--- config.mk ---
export PLATFORM = sky130hd
export DESIGN_NAME = serial_line_assembler_flat
export DESIGN_NICKNAME = d
export VERILOG_FILES = /design/src/design/sla_pkg.sv /design/src/design/sla_if.sv /design/src/design/serial_line_assembler.sv /design/src/design/sla_front.sv /design/src/design/sla_cmd_fifo.sv /design/src/design/sla_back.sv /design/src/flat_wrapper.sv
export SDC_FILE = /design/constraint.sdc
export NUM_CORES = 1
export LEC_CHECK = 0
export BUFFER_PORTS_ARGS = -buffer_cell sky130_fd_sc_hd__buf_2
export CORE_AREA = 4 4 148 257
export CTS_CLUSTER_DIAMETER = 100
export DETAILED_ROUTE_END_ITERATION = 6
export DIE_AREA = 0 0 152 261
export PLACE_DENSITY = 0.75
export SKIP_CTS_REPAIR_TIMING = 1
export SLEW_MARGIN = 20
export SYNTH_ARGS = -nofsm -noshare
export SYNTH_HDL_FRONTEND = slang
export SYNTH_HIERARCHICAL = 1
export SYNTH_SLANG_ARGS = --single-unit
--- constraint.sdc ---
create_clock -name clk -period 3.54 [get_ports clk]
set_input_delay 0.885 -clock clk [delete_from_list [all_inputs] [get_ports clk]]
set_output_delay 0.885 -clock clk [all_outputs]
set_load 0.01 [all_outputs]
--- src/design/sla_pkg.sv ---
`timescale 1ns / 1ps

package sla_pkg;

    localparam logic [7:0] BYTE_LF       = 8'h0A;
    localparam logic [7:0] BYTE_CR       = 8'h0D;
    localparam logic [7:0] PRINT_FIRST   = 8'h20;
    localparam logic [7:0] PRINT_END     = 8'h7F;
    localparam logic [6:0] OUT_LIMIT_RST = 7'd64;

    localparam int unsigned FIFO_DEPTH = 4;
    localparam int unsigned FIFO_AW    = $clog2(FIFO_DEPTH);

    typedef enum logic {
        CMD_STORE,
        CMD_END
    } cmd_op_t;

    typedef struct packed {
        cmd_op_t    op;
        logic [6:0] ch;
    } cmd_t;

    typedef enum logic [1:0] {
        ST_IDLE,
        ST_READ,
        ST_EMIT
    } back_state_t;

endpackage

--- src/design/sla_if.sv ---
`timescale 1ns / 1ps

interface sla_rx_if;
    logic       valid;
    logic       ready;
    logic [7:0] rx_byte;

    modport source (output valid, output rx_byte, input ready);
    modport sink (input valid, input rx_byte, output ready);
endinterface

interface sla_line_if;
    logic       valid;
    logic       ready;
    logic [6:0] line_char;
    logic       has_char;
    logic [5:0] line_length;
    logic       last_of_line;

    modport source (output valid, output line_char, output has_char,
                    output line_length, output last_of_line, input ready);
    modport sink (input valid, input line_char, input has_char,
                  input line_length, input last_of_line, output ready);
endinterface

--- src/design/serial_line_assembler.sv ---
`timescale 1ns / 1ps

// Channel   Dir  Payload                                          Request
// rx        in   rx_byte[7:0]                                     valid & ready
// line      out  line_char[6:0] has_char line_length[5:0] last    valid & ready
// cfg       in   cfg_wr_data[6:0] = out_limit                     cfg_wr_en
//
// Each received byte is taken while the four-entry command queue has room.
// The back end takes a stored character in ST_IDLE. A terminator is taken in ST_IDLE,
// then each character handed out passes ST_READ (line memory read), then ST_EMIT (output register).
// An empty line is taken in ST_IDLE and written straight to the output register.
// rst_n clears the count, the queue and the output valid flag; out_limit returns to 64.
// A stalled reader holds the back end but for ST_IDLE stores; the queue takes bytes until it fills.

module serial_line_assembler
    import sla_pkg::*;
#(
    parameter int unsigned LINE_CAPACITY = 64
)
(
    input  logic        clk,
    input  logic        rst_n,
    sla_rx_if.sink      rx,
    sla_line_if.source  line,
    input  logic        cfg_wr_en,
    input  logic [6:0]  cfg_wr_data
);

    logic [6:0] out_limit_reg;
    logic       push_valid;
    logic       push_ready;
    cmd_t       push_cmd;
    logic       pop_valid;
    logic       pop_ready;
    cmd_t       pop_cmd;

    always_ff @(posedge clk or negedge rst_n)
    begin
        if (!rst_n)
        begin
            out_limit_reg <= OUT_LIMIT_RST;
        end
        else if (cfg_wr_en)
        begin
            out_limit_reg <= cfg_wr_data;
        end
    end

    sla_front u_front
    (
        .rx         (rx),
        .push_valid (push_valid),
        .push_cmd   (push_cmd),
        .push_ready (push_ready)
    );

    sla_cmd_fifo u_fifo
    (
        .clk        (clk),
        .rst_n      (rst_n),
        .push_valid (push_valid),
        .push_cmd   (push_cmd),
        .push_ready (push_ready),
        .pop_valid  (pop_valid),
        .pop_cmd    (pop_cmd),
        .pop_ready  (pop_ready)
    );

    sla_back #(
        .LINE_CAPACITY (LINE_CAPACITY)
    ) u_back
    (
        .clk       (clk),
        .rst_n     (rst_n),
        .cmd_valid (pop_valid),
        .cmd       (pop_cmd),
        .cmd_ready (pop_ready),
        .out_limit (out_limit_reg),
        .line      (line)
    );

    // An empty line is always a single result.
    a_empty_is_last: assert property (@(posedge clk) disable iff (!rst_n)
        line.valid && !line.has_char |-> line.last_of_line && line.line_length == '0)
        else $error("empty-line result not marked last");

    a_char_printable: assert property (@(posedge clk) disable iff (!rst_n)
        line.valid && line.has_char |->
            line.line_char >= 7'h20 && line.line_char != 7'h7F && line.line_length != '0)
        else $error("handed-out character is not printable or length is zero");

    a_cfg_taken: assert property (@(posedge clk) disable iff (!rst_n)
        cfg_wr_en |=> out_limit_reg == $past(cfg_wr_data))
        else $error("out_limit write lost");

    a_queue_classified: assert property (@(posedge clk) disable iff (!rst_n)
        push_valid && push_cmd.op == CMD_STORE |-> push_cmd.ch >= 7'h20 && push_cmd.ch != 7'h7F)
        else $error("non-printable byte queued for storage");

endmodule

--- src/design/sla_front.sv ---
`timescale 1ns / 1ps

module sla_front
    import sla_pkg::*;
(
    sla_rx_if.sink rx,
    output logic   push_valid,
    output cmd_t   push_cmd,
    input  logic   push_ready
);

    logic is_term;
    logic is_print;

    always_comb
    begin
        is_term  = (rx.rx_byte == BYTE_LF) || (rx.rx_byte == BYTE_CR);
        is_print = (rx.rx_byte >= PRINT_FIRST) && (rx.rx_byte < PRINT_END);
    end

    // Bytes that are neither printable nor a terminator are taken and dropped here.
    assign rx.ready    = push_ready;
    assign push_valid  = rx.valid && (is_term || is_print);
    assign push_cmd.op = is_term ? CMD_END : CMD_STORE;
    assign push_cmd.ch = rx.rx_byte[6:0];

endmodule

--- src/design/sla_cmd_fifo.sv ---
`timescale 1ns / 1ps

module sla_cmd_fifo
    import sla_pkg::*;
(
    input  logic clk,
    input  logic rst_n,
    input  logic push_valid,
    input  cmd_t push_cmd,
    output logic push_ready,
    output logic pop_valid,
    output cmd_t pop_cmd,
    input  logic pop_ready
);

    cmd_t                 entry_reg [FIFO_DEPTH];
    logic [FIFO_AW-1:0]   wr_ptr_reg;
    logic [FIFO_AW-1:0]   wr_ptr_next;
    logic [FIFO_AW-1:0]   rd_ptr_reg;
    logic [FIFO_AW-1:0]   rd_ptr_next;
    logic [FIFO_AW:0]     fill_reg;
    logic [FIFO_AW:0]     fill_next;
    logic                 do_push;
    logic                 do_pop;

    assign push_ready = (fill_reg != (FIFO_AW + 1)'(FIFO_DEPTH));
    assign pop_valid  = (fill_reg != '0);
    assign pop_cmd    = entry_reg[rd_ptr_reg];
    assign do_push    = push_valid && push_ready;
    assign do_pop     = pop_valid && pop_ready;

    always_comb
    begin
        wr_ptr_next = do_push ? wr_ptr_reg + 1'b1 : wr_ptr_reg;
        rd_ptr_next = do_pop ? rd_ptr_reg + 1'b1 : rd_ptr_reg;
        fill_next   = fill_reg;
        if (do_push && !do_pop)
        begin
            fill_next = fill_reg + 1'b1;
        end
        else if (do_pop && !do_push)
        begin
            fill_next = fill_reg - 1'b1;
        end
    end

    always_ff @(posedge clk or negedge rst_n)
    begin
        if (!rst_n)
        begin
            wr_ptr_reg <= '0;
            rd_ptr_reg <= '0;
            fill_reg   <= '0;
        end
        else
        begin
            wr_ptr_reg <= wr_ptr_next;
            rd_ptr_reg <= rd_ptr_next;
            fill_reg   <= fill_next;
        end
    end

    always_ff @(posedge clk)
    begin
        if (do_push)
        begin
            entry_reg[wr_ptr_reg] <= push_cmd;
        end
    end

endmodule

--- src/design/sla_back.sv ---
`timescale 1ns / 1ps

module sla_back
    import sla_pkg::*;
#(
    parameter int unsigned LINE_CAPACITY = 64
)
(
    input  logic         clk,
    input  logic         rst_n,
    input  logic         cmd_valid,
    input  cmd_t         cmd,
    output logic         cmd_ready,
    input  logic [6:0]   out_limit,
    sla_line_if.source   line
);

    localparam int unsigned DEPTH = LINE_CAPACITY - 1;
    localparam int unsigned AW    = (DEPTH > 1) ? $clog2(DEPTH) : 1;
    localparam int unsigned CW    = $clog2(LINE_CAPACITY);

    back_state_t     state_reg;
    back_state_t     state_next;
    logic [CW-1:0]   count_reg;
    logic [CW-1:0]   count_next;
    logic [CW-1:0]   n_reg;
    logic [CW-1:0]   n_next;
    logic [AW-1:0]   k_reg;
    logic [AW-1:0]   k_next;

    logic [6:0]      line_mem [DEPTH];
    logic [6:0]      rd_data_reg;

    logic            out_valid_reg;
    logic            out_valid_next;
    logic [6:0]      out_char_reg;
    logic [6:0]      out_char_next;
    logic            out_has_reg;
    logic            out_has_next;
    logic [5:0]      out_len_reg;
    logic [5:0]      out_len_next;
    logic            out_last_reg;
    logic            out_last_next;

    logic            out_free;
    logic            take_cmd;
    logic            mem_we;
    logic            mem_re;
    logic            is_last;
    logic [6:0]      lim_eff;
    logic [CW-1:0]   n_calc;

    assign out_free = !out_valid_reg || line.ready;
    assign take_cmd = cmd_valid && cmd_ready;
    assign is_last  = ((CW + 1)'(k_reg) + 1'b1) == (CW + 1)'(n_reg);

    // A limit of zero behaves as one; the count is the smaller of the two.
    always_comb
    begin
        lim_eff = (out_limit == '0) ? 7'd1 : out_limit;
        n_calc  = (7'(count_reg) < lim_eff) ? count_reg : lim_eff[CW-1:0];
    end

    always_comb
    begin
        state_next = state_reg;
        unique case (state_reg)
            ST_IDLE:
            begin
                if (take_cmd && cmd.op == CMD_END && count_reg != '0)
                begin
                    state_next = ST_READ;
                end
            end
            ST_READ:
            begin
                state_next = ST_EMIT;
            end
            ST_EMIT:
            begin
                if (out_free)
                begin
                    state_next = is_last ? ST_IDLE : ST_READ;
                end
            end
            default:
            begin
                state_next = ST_IDLE;
            end
        endcase
    end

    always_comb
    begin
        cmd_ready      = 1'b0;
        mem_we         = 1'b0;
        mem_re         = 1'b0;
        count_next     = count_reg;
        n_next         = n_reg;
        k_next         = k_reg;
        out_valid_next = out_valid_reg && !line.ready;
        out_char_next  = out_char_reg;
        out_has_next   = out_has_reg;
        out_len_next   = out_len_reg;
        out_last_next  = out_last_reg;
        unique case (state_reg)
            ST_IDLE:
            begin
                cmd_ready = out_free || (cmd.op == CMD_STORE);
                if (cmd_valid && cmd_ready)
                begin
                    if (cmd.op == CMD_STORE)
                    begin
                        if (count_reg < CW'(DEPTH))
                        begin
                            mem_we     = 1'b1;
                            count_next = count_reg + 1'b1;
                        end
                    end
                    else if (count_reg == '0)
                    begin
                        out_valid_next = 1'b1;
                        out_char_next  = '0;
                        out_has_next   = 1'b0;
                        out_len_next   = '0;
                        out_last_next  = 1'b1;
                    end
                    else
                    begin
                        n_next = n_calc;
                        k_next = '0;
                    end
                end
            end
            ST_READ:
            begin
                mem_re = 1'b1;
            end
            ST_EMIT:
            begin
                if (out_free)
                begin
                    out_valid_next = 1'b1;
                    out_char_next  = rd_data_reg;
                    out_has_next   = 1'b1;
                    out_len_next   = 6'(count_reg);
                    out_last_next  = is_last;
                    if (is_last)
                    begin
                        count_next = '0;
                    end
                    else
                    begin
                        k_next = k_reg + 1'b1;
                    end
                end
            end
            default:
            begin
                cmd_ready = 1'b0;
            end
        endcase
    end

    always_ff @(posedge clk or negedge rst_n)
    begin
        if (!rst_n)
        begin
            state_reg     <= ST_IDLE;
            count_reg     <= '0;
            n_reg         <= '0;
            k_reg         <= '0;
            out_valid_reg <= 1'b0;
        end
        else
        begin
            state_reg     <= state_next;
            count_reg     <= count_next;
            n_reg         <= n_next;
            k_reg         <= k_next;
            out_valid_reg <= out_valid_next;
        end
    end

    always_ff @(posedge clk)
    begin
        out_char_reg <= out_char_next;
        out_has_reg  <= out_has_next;
        out_len_reg  <= out_len_next;
        out_last_reg <= out_last_next;
    end

    always_ff @(posedge clk)
    begin
        if (mem_we)
        begin
            line_mem[count_reg[AW-1:0]] <= cmd.ch;
        end
        if (mem_re)
        begin
            rd_data_reg <= line_mem[k_reg];
        end
    end

    assign line.valid        = out_valid_reg;
    assign line.line_char    = out_char_reg;
    assign line.has_char     = out_has_reg;
    assign line.line_length  = out_len_reg;
    assign line.last_of_line = out_last_reg;

endmodule

--- src/flat_wrapper.sv ---
// flat-port wrapper written by rule: the top's interface ports become plain ports
module serial_line_assembler_flat import sla_pkg::*;
#(
    parameter int unsigned LINE_CAPACITY = 64
)
  (clk, rst_n, cfg_wr_en, cfg_wr_data, rx_valid, rx_rx_byte, rx_ready, line_valid, line_line_char, line_has_char, line_line_length, line_last_of_line, line_ready);
  sla_rx_if rx_i ();
  sla_line_if line_i ();
  input  logic clk;
  input  logic rst_n;
  input  logic cfg_wr_en;
  input  logic [6:0] cfg_wr_data;
  input wire logic [$bits(rx_i.valid)-1:0] rx_valid;
  input wire logic [$bits(rx_i.rx_byte)-1:0] rx_rx_byte;
  output wire logic [$bits(rx_i.ready)-1:0] rx_ready;
  output wire logic [$bits(line_i.valid)-1:0] line_valid;
  output wire logic [$bits(line_i.line_char)-1:0] line_line_char;
  output wire logic [$bits(line_i.has_char)-1:0] line_has_char;
  output wire logic [$bits(line_i.line_length)-1:0] line_line_length;
  output wire logic [$bits(line_i.last_of_line)-1:0] line_last_of_line;
  input wire logic [$bits(line_i.ready)-1:0] line_ready;
  assign rx_i.valid = rx_valid;
  assign rx_i.rx_byte = rx_rx_byte;
  assign rx_ready = rx_i.ready;
  assign line_valid = line_i.valid;
  assign line_line_char = line_i.line_char;
  assign line_has_char = line_i.has_char;
  assign line_line_length = line_i.line_length;
  assign line_last_of_line = line_i.last_of_line;
  assign line_i.ready = line_ready;
  serial_line_assembler #(.LINE_CAPACITY(LINE_CAPACITY)) u_core (.clk(clk), .rst_n(rst_n), .rx(rx_i), .line(line_i), .cfg_wr_en(cfg_wr_en), .cfg_wr_data(cfg_wr_data));
endmodule
; ---- Yosys cells after proc, flatten, opt, wreduce, memory -nomap -nowiden
; Memory sizes are Yosys's and may differ from the RTL's. A register that Yosys moved wholly into a read port is not among the register bits.
; Cells that the tools add are included.
[totals]
register_bits = 50
ramBits = 473
input_bits = 20
out_inout_bits = 17
n_memories = 2
elab_cells = 130
[op_classes]
n_mux = 56
n_addsub = 7
bitwise_logic = 2
n_reduce_logical = 30
magnitude_cmp = 4
eq_ne = 16
[mem_list]
columns = memory, words, word_bits, read_ports, rd_ports_with_merged_regs, wr, line_no
row1 = u_core.u_back.line_mem, 63, 7, 1, 1, 1, sla_back.sv:31  ; logic [6:0] line_mem [DEPTH];
row2 = u_core.u_fifo.entry_reg, 4, 8, 1, 0, 1, sla_cmd_fifo.sv:16  ; cmd_t entry_reg [FIFO_DEPTH];
[ops]
columns = op, count
row1 = 6-bit two-way mux, 15
row2 = 6-bit one-hot mux with 2 select lines, 3
row3 = 7-bit two-way mux, 5
row4 = 1-bit two-way mux, 24
row5 = "2-bit != test, second input constant", 10
row6 = "8-bit by 4-bit equality test with 1-bit output, second input constant", 2
row7 = 7-bit one-hot mux with 2 select lines, 1
row8 = "6-bit by 1-bit adder with 6-bit output, second input constant", 2
row9 = 6-bit AND reduction, 2
row10 = 1-bit logical AND, 10
row11 = "8-bit by 6-bit >= comparator with 1-bit output, second input constant", 1
row12 = "8-bit by 7-bit less-than comparator with 1-bit output, second input constant", 1
row13 = "6-bit by 1-bit adder with 7-bit output, second input constant", 1
row14 = 7-bit by 6-bit equality test with 1-bit output, 1
row15 = 7-bit logical NOT, 1
row16 = 6-bit by 7-bit less-than comparator with 1-bit output, 1
row17 = 6-bit logical NOT, 1
row18 = "6-bit less-than comparator, second input constant", 1
row19 = 3-bit two-way mux, 2
row20 = 1-bit one-hot mux with 2 select lines, 3
row21 = 2-bit one-hot mux with 3 select lines, 1
row22 = 6-bit nonzero test, 1
row23 = 5-bit AND reduction, 1
row24 = "2-bit by 1-bit adder with 2-bit output, second input constant", 2
row25 = 14 further kinds, 23

; ---- Longest topological paths before layout
[logic_depth]
depth_word = 9
ltp_mapped = 10
depth_no_buf = 10

; ---- Cells and area by module
; Netlist, hierarchy kept.
[by_module_without_submodules]
columns = mod, instances, seq_area_each_um2, cells_each, area_each_um2
row1 = sla_back, 1, 14428.8, 946, 19267.2
row2 = sla_cmd_fifo, 1, 1136.1, 77, 1591.5
row3 = serial_line_assembler, 1, 176.4, 15, 292.8
row4 = sla_front, 1, 0.0, 20, 151.4

; ---- Worst setup path before layout
; Ideal clock, no wire load.
[synth_path]
kind = input to register
startpoint = input rx_rx_byte[4]
endpoint = register u_core.u_fifo.fill_reg[2]
path_slack_ps = 572
path_stages = 9
arrival_ps = 2889
cell_sequence = or4b_4 o41ai_2 a21boi_4 ha_1 inv_1 fa_1 xor2_1 nor2_1 xor2_1
[synth_between]
elab_chain_cells = 8
word_cells_on_any_way = 14
classes_between = 2 x order compare / 2 x eq/ne / 1 x mux / 9 x reduce/logical
[synth_rtl]
columns = element, line_no
row1 = "start, declared", flat_wrapper.sv:14  ; input wire logic [$bits(rx_i.rx_byte)-1:0] rx_rx_byte;
row2 = 8-bit by 6-bit >= comparator with 1-bit output (tied with other cells), sla_front.sv:18  ; is_print = (rx.rx_byte >= PRINT_FIRST) && (rx.rx_byte < PRINT_END);
row3 = 1-bit logical AND / 1-bit logical OR (equally long branches), "sla_front.sv:18, sla_front.sv:17"
row4 = 1-bit logical OR (*), sla_front.sv:23  ; assign push_valid = rx.valid && (is_term || is_print);
row5 = 1-bit logical AND (*), sla_front.sv:23
row6 = net u_core.push_valid, serial_line_assembler.sv:30  ; logic push_valid;
row7 = 1-bit logical AND (*), sla_cmd_fifo.sv:29  ; assign do_push = push_valid && push_ready;
row8 = net u_core.u_fifo.do_push, sla_cmd_fifo.sv:23  ; logic do_push;
row9 = 1-bit logical NOT, sla_cmd_fifo.sv:41  ; else if (do_pop && !do_push)
row10 = 1-bit logical AND, sla_cmd_fifo.sv:41
row11 = 2-bit nonzero test (no line), -
row12 = "end signal, assigned", sla_cmd_fifo.sv:59  ; fill_reg <= fill_next;
row13 = "end, declared", sla_cmd_fifo.sv:21  ; logic [FIFO_AW:0] fill_reg;
; Mark *: on every way through the listed nets, which the timed path passes. The rest lies on a longest branch.
; A chain may end at the register's enable or synchronous reset.

==> summary.txt <==
Critical path
  – Type of the worst setup path: reg -> reg
  – Critical Path Sink: u_core/u_back/line_mem[25][1]
  – CP bufs+invs: 0
  – R2R depth: 5
  – Delay-heaviest family, CP: simple AND/OR/NAND/NOR gates
  – Reg2Reg Setup Slack: between 0.4 and 0.5 ns
  – Worst path depth: 5
  – Crit Reg-Reg Startpoint: u_core/u_fifo/rd_ptr_reg[1]
  – Critical path fanouts, max: 9
  – Cells along the critical path: mux4_2 -> nand3b_1 -> nor2_1 -> nand3_1 -> nor2_1
  – Data required, critical path: 3.71 ns
  – Crit path DAT: 3.24 ns
  – Cell mode on critical path: nor2_1
  – Slowest CP cell: nor2_1
  – FF-to-FF End: u_core/u_back/line_mem[25][1]
  – Crit-path max cell delay: 0.69 ns
  – Critical Path Source Type: flop
  – CP startpoint: u_core/u_fifo/rd_ptr_reg[1]
  – Crit end category: flop

Power and ir drop
  – P per Cell Area: 796.3 nW/µm²
  – Leak: 7.591 nW
  – Max VDD drop: 0.0005975 V

Outcome
  – Run status: finished, final reports clean

Die
  – Die Footprint: 39,670 µm²
  – Core area: 35,910 µm²
  – I/O pin count: 37
  – Chip height: 261 µm
  – Die Width: 152 µm
  – Cell row count: 92
  – Initial Util: 0.5932

Global route
  – Vias in the first global route: 10,690
  – Initial antenna violation count: 0
  – Largest net degree at the start of global routing: 64
  – First-pass GRT wire length: 67,810 µm
  – Overflow after GRT: 0
  – All-layer global routing usage: 0.2291

Final layout
  – Final Util: 0.6558
  – # nets final: roughly 1,200
  – Commonest cells after routing, fill and taps aside: edfxtp_1 (495), mux4_2 (138), nor2_1 (84), clkbuf_16 (45), buf_2 (36)
  – Design Area, Final: 23,550 µm²
  – Fraction of layout cells with a size suffix above 1: 0.2591
  – Non-Filler Instances: 1,625
  – Synthesis-to-layout area growth: 10.55%
  – Max reg flops: ~440
  – Most common cell after layout, fill and taps aside: edfxtp_1

CTS
  – Max clock buf depth: 3
  – Num CTS Buffers: 44
  – Total number of H-tree levels: 2
  – Worst-Skew Late Latency: approximately 0.55 ns
  – Worst-path clk slew: 0.06 ns
  – CTS root buffer: clkbuf_16
  – TritonCTS Sinks: 530
  – CTS tree: done

Logic synthesis
  – Ys async rst share: 0.06604
  – Post-synth cell types: 63
  – Yosys top cell area share: 0.6978
  – Mapped Avg Cell Area: 20.14 µm²
  – Post-synthesis cell count: between 1,000 and 1,500
  – Number of synthesized flops with an enable pin: 495
  – Cell Area, Synth: 21,300 µm²
  – Synthesized flop and latch total: 530
  – Dominant synthesized flop cell: edfxtp_1
  – Syn nets: 1,092
  – Yosys warns: 6
  – Ranking of synthesized cells by area: edfxtp_1 (70%), mux4_2 (15%), dfrtp_1 (4.0%)
  – Post-synth top area cell: edfxtp_1
  – Register area share after synthesis: 0.7389

Timing
  – Final min period: 3.067 ns
  – Least-Margin Pin Slew: between 0.9 and 1 ns
  – Unrepaired setup endpoints after global routing: false
  – Tcrit/Tclk final: 0.8665
  – Skew final: between 0.015 and 0.02 ns
  – Hold Worst Slack: 0.4318 ns
  – Setup TNS: 0 ns
  – Pins over their slew limit: 0
  – Final hold vios: 0
  – Setup violations, final: 0
  – Relative slew slack: 0.3608
  – Peak Freq: 0.3260 GHz

Drt
  – Detailed Route WL: approximately 44,000 µm
  – 1st-iter DRT viols: around 940
  – DR vias/cell: approximately 6.3
  – Antenna viol nets, final: 0
  – Vias: 10,310
  – Pre-antenna DRT Iters: 5
  – DRC: 0
  – Post-DR wirelength/cell: 27.36 µm

Min path
  – Hold WC Path Type: in -> async

Placed design
  – HPWL after detailed placement: 29,560 µm
  – Placed cell count: approximately 1,500
  – Gpl congestion: ~0.8
  – IO Port Bufs: 36
  – Placed Area: about 22,000 µm²

Job
  – Max cap viols: 0
-- synth_stat cells, types with 9 or more instances --
cell,n
buf_2,11
ha_1,13
nand2_1,31
edfxtp_1,495
clkbuf_1,22
inv_1,14
buf_6,9
nand3_1,17
buf_4,14
mux2i_1,18
o21ai_0,15
dfrtp_1,34
mux4_2,138
and2_1,16
nor2b_1,10
nor2_1,84
-- routing by layer --
metal | global-route usage | wire length (µm) | vias up
met3 | 0.02844 | 2318 | 111
met5 | 0 | 0 | -
met1 | 0.2741 | 15370 | 5396
met4 | 0.1037 | 2279 | 0
met2 | 0.4184 | 24500 | 379
li1 | - | - | 4424
-- stage by stage --
| stage | total power [mW] | setup slack [ns] |
|---|---|---|
| after CTS | 18.89 | 0.4445 |
| after global routing | 19.54 | 0.2500 |
| final | 18.75 | 0.4727 |
| after detailed placement | 14.10 | 0.1838 |
| after global placement | 13.92 | 0.2570 |
| after floorplan | 12.11 | 0.5722 |
-- where the power goes --
| part | leakage, nW | total, mW | internal (mW) | switching [mW] |
|---|---|---|---|---|
| sequential | 4.88 | 8.69 | 8.19 | 0.496 |
| combinational | 2.02 | 5.24 | 2.09 | 3.14 |
| clock | 0.690 | 4.83 | 2.75 | 2.08 |
| total | 7.59 | 18.8 | 13.0 | 5.72 |
-- worst reg2reg max path, delay by kind of cell, from the launching register on --
family	cells	cell delay, ns
simple gates	4	1.62
mux	1	0.46
flops	1	0.62
-- area by class of cell --
cell class	count	area (µm²)
Antenna cell	1	2.502
Fill cell	2350	12360
Clock inverter	20	230.2
Tap cell	470	588.1
Inverter	14	52.55
Timing Repair Buffer	77	575.6
Clock buffer	58	1195
Sequential cell	530	15750
Multi-Input combinational cell	455	5157
-- cell families (layout without fill, tap and decap cells) --
| family | Yosys count | after routing | share of synthesized area |
|---|---|---|---|
| xor gates and xnor gates | 13 | 13 | 0.005345 |
| AOI/OAI and AO/OA | 73 | 73 | 0.02467 |
| and+or+nand+nor | 190 | 190 | 0.04293 |
| other | 0 | 1 | 0 |
| buffers and inverters | 73 | 169 | 0.01921 |
| muxes | 165 | 165 | 0.1603 |
| DFF | 530 | 530 | 0.7389 |
| adders and majority gates | 14 | 14 | 0.008575 |
-- how the worst min path moves through the flow --
stage                                 startpoint                          end  slack [ns]  depth (start not counted)
after floorplan           u_core/u_back/n_reg[0]       u_core/u_back/n_reg[0]        0.47                          2
after global placement    u_core/u_back/n_reg[0]       u_core/u_back/n_reg[0]        0.49                          2
after detailed placement  u_core/u_back/n_reg[5]       u_core/u_back/n_reg[5]        0.50                          2
after CTS                                  rst_n      u_core/out_limit_reg[3]        0.44                          1
after global routing                       rst_n      u_core/out_limit_reg[5]        0.49                          1
final                                      rst_n  u_core/u_fifo/wr_ptr_reg[0]        0.43                          1
(Power assumes the default switching activity.)
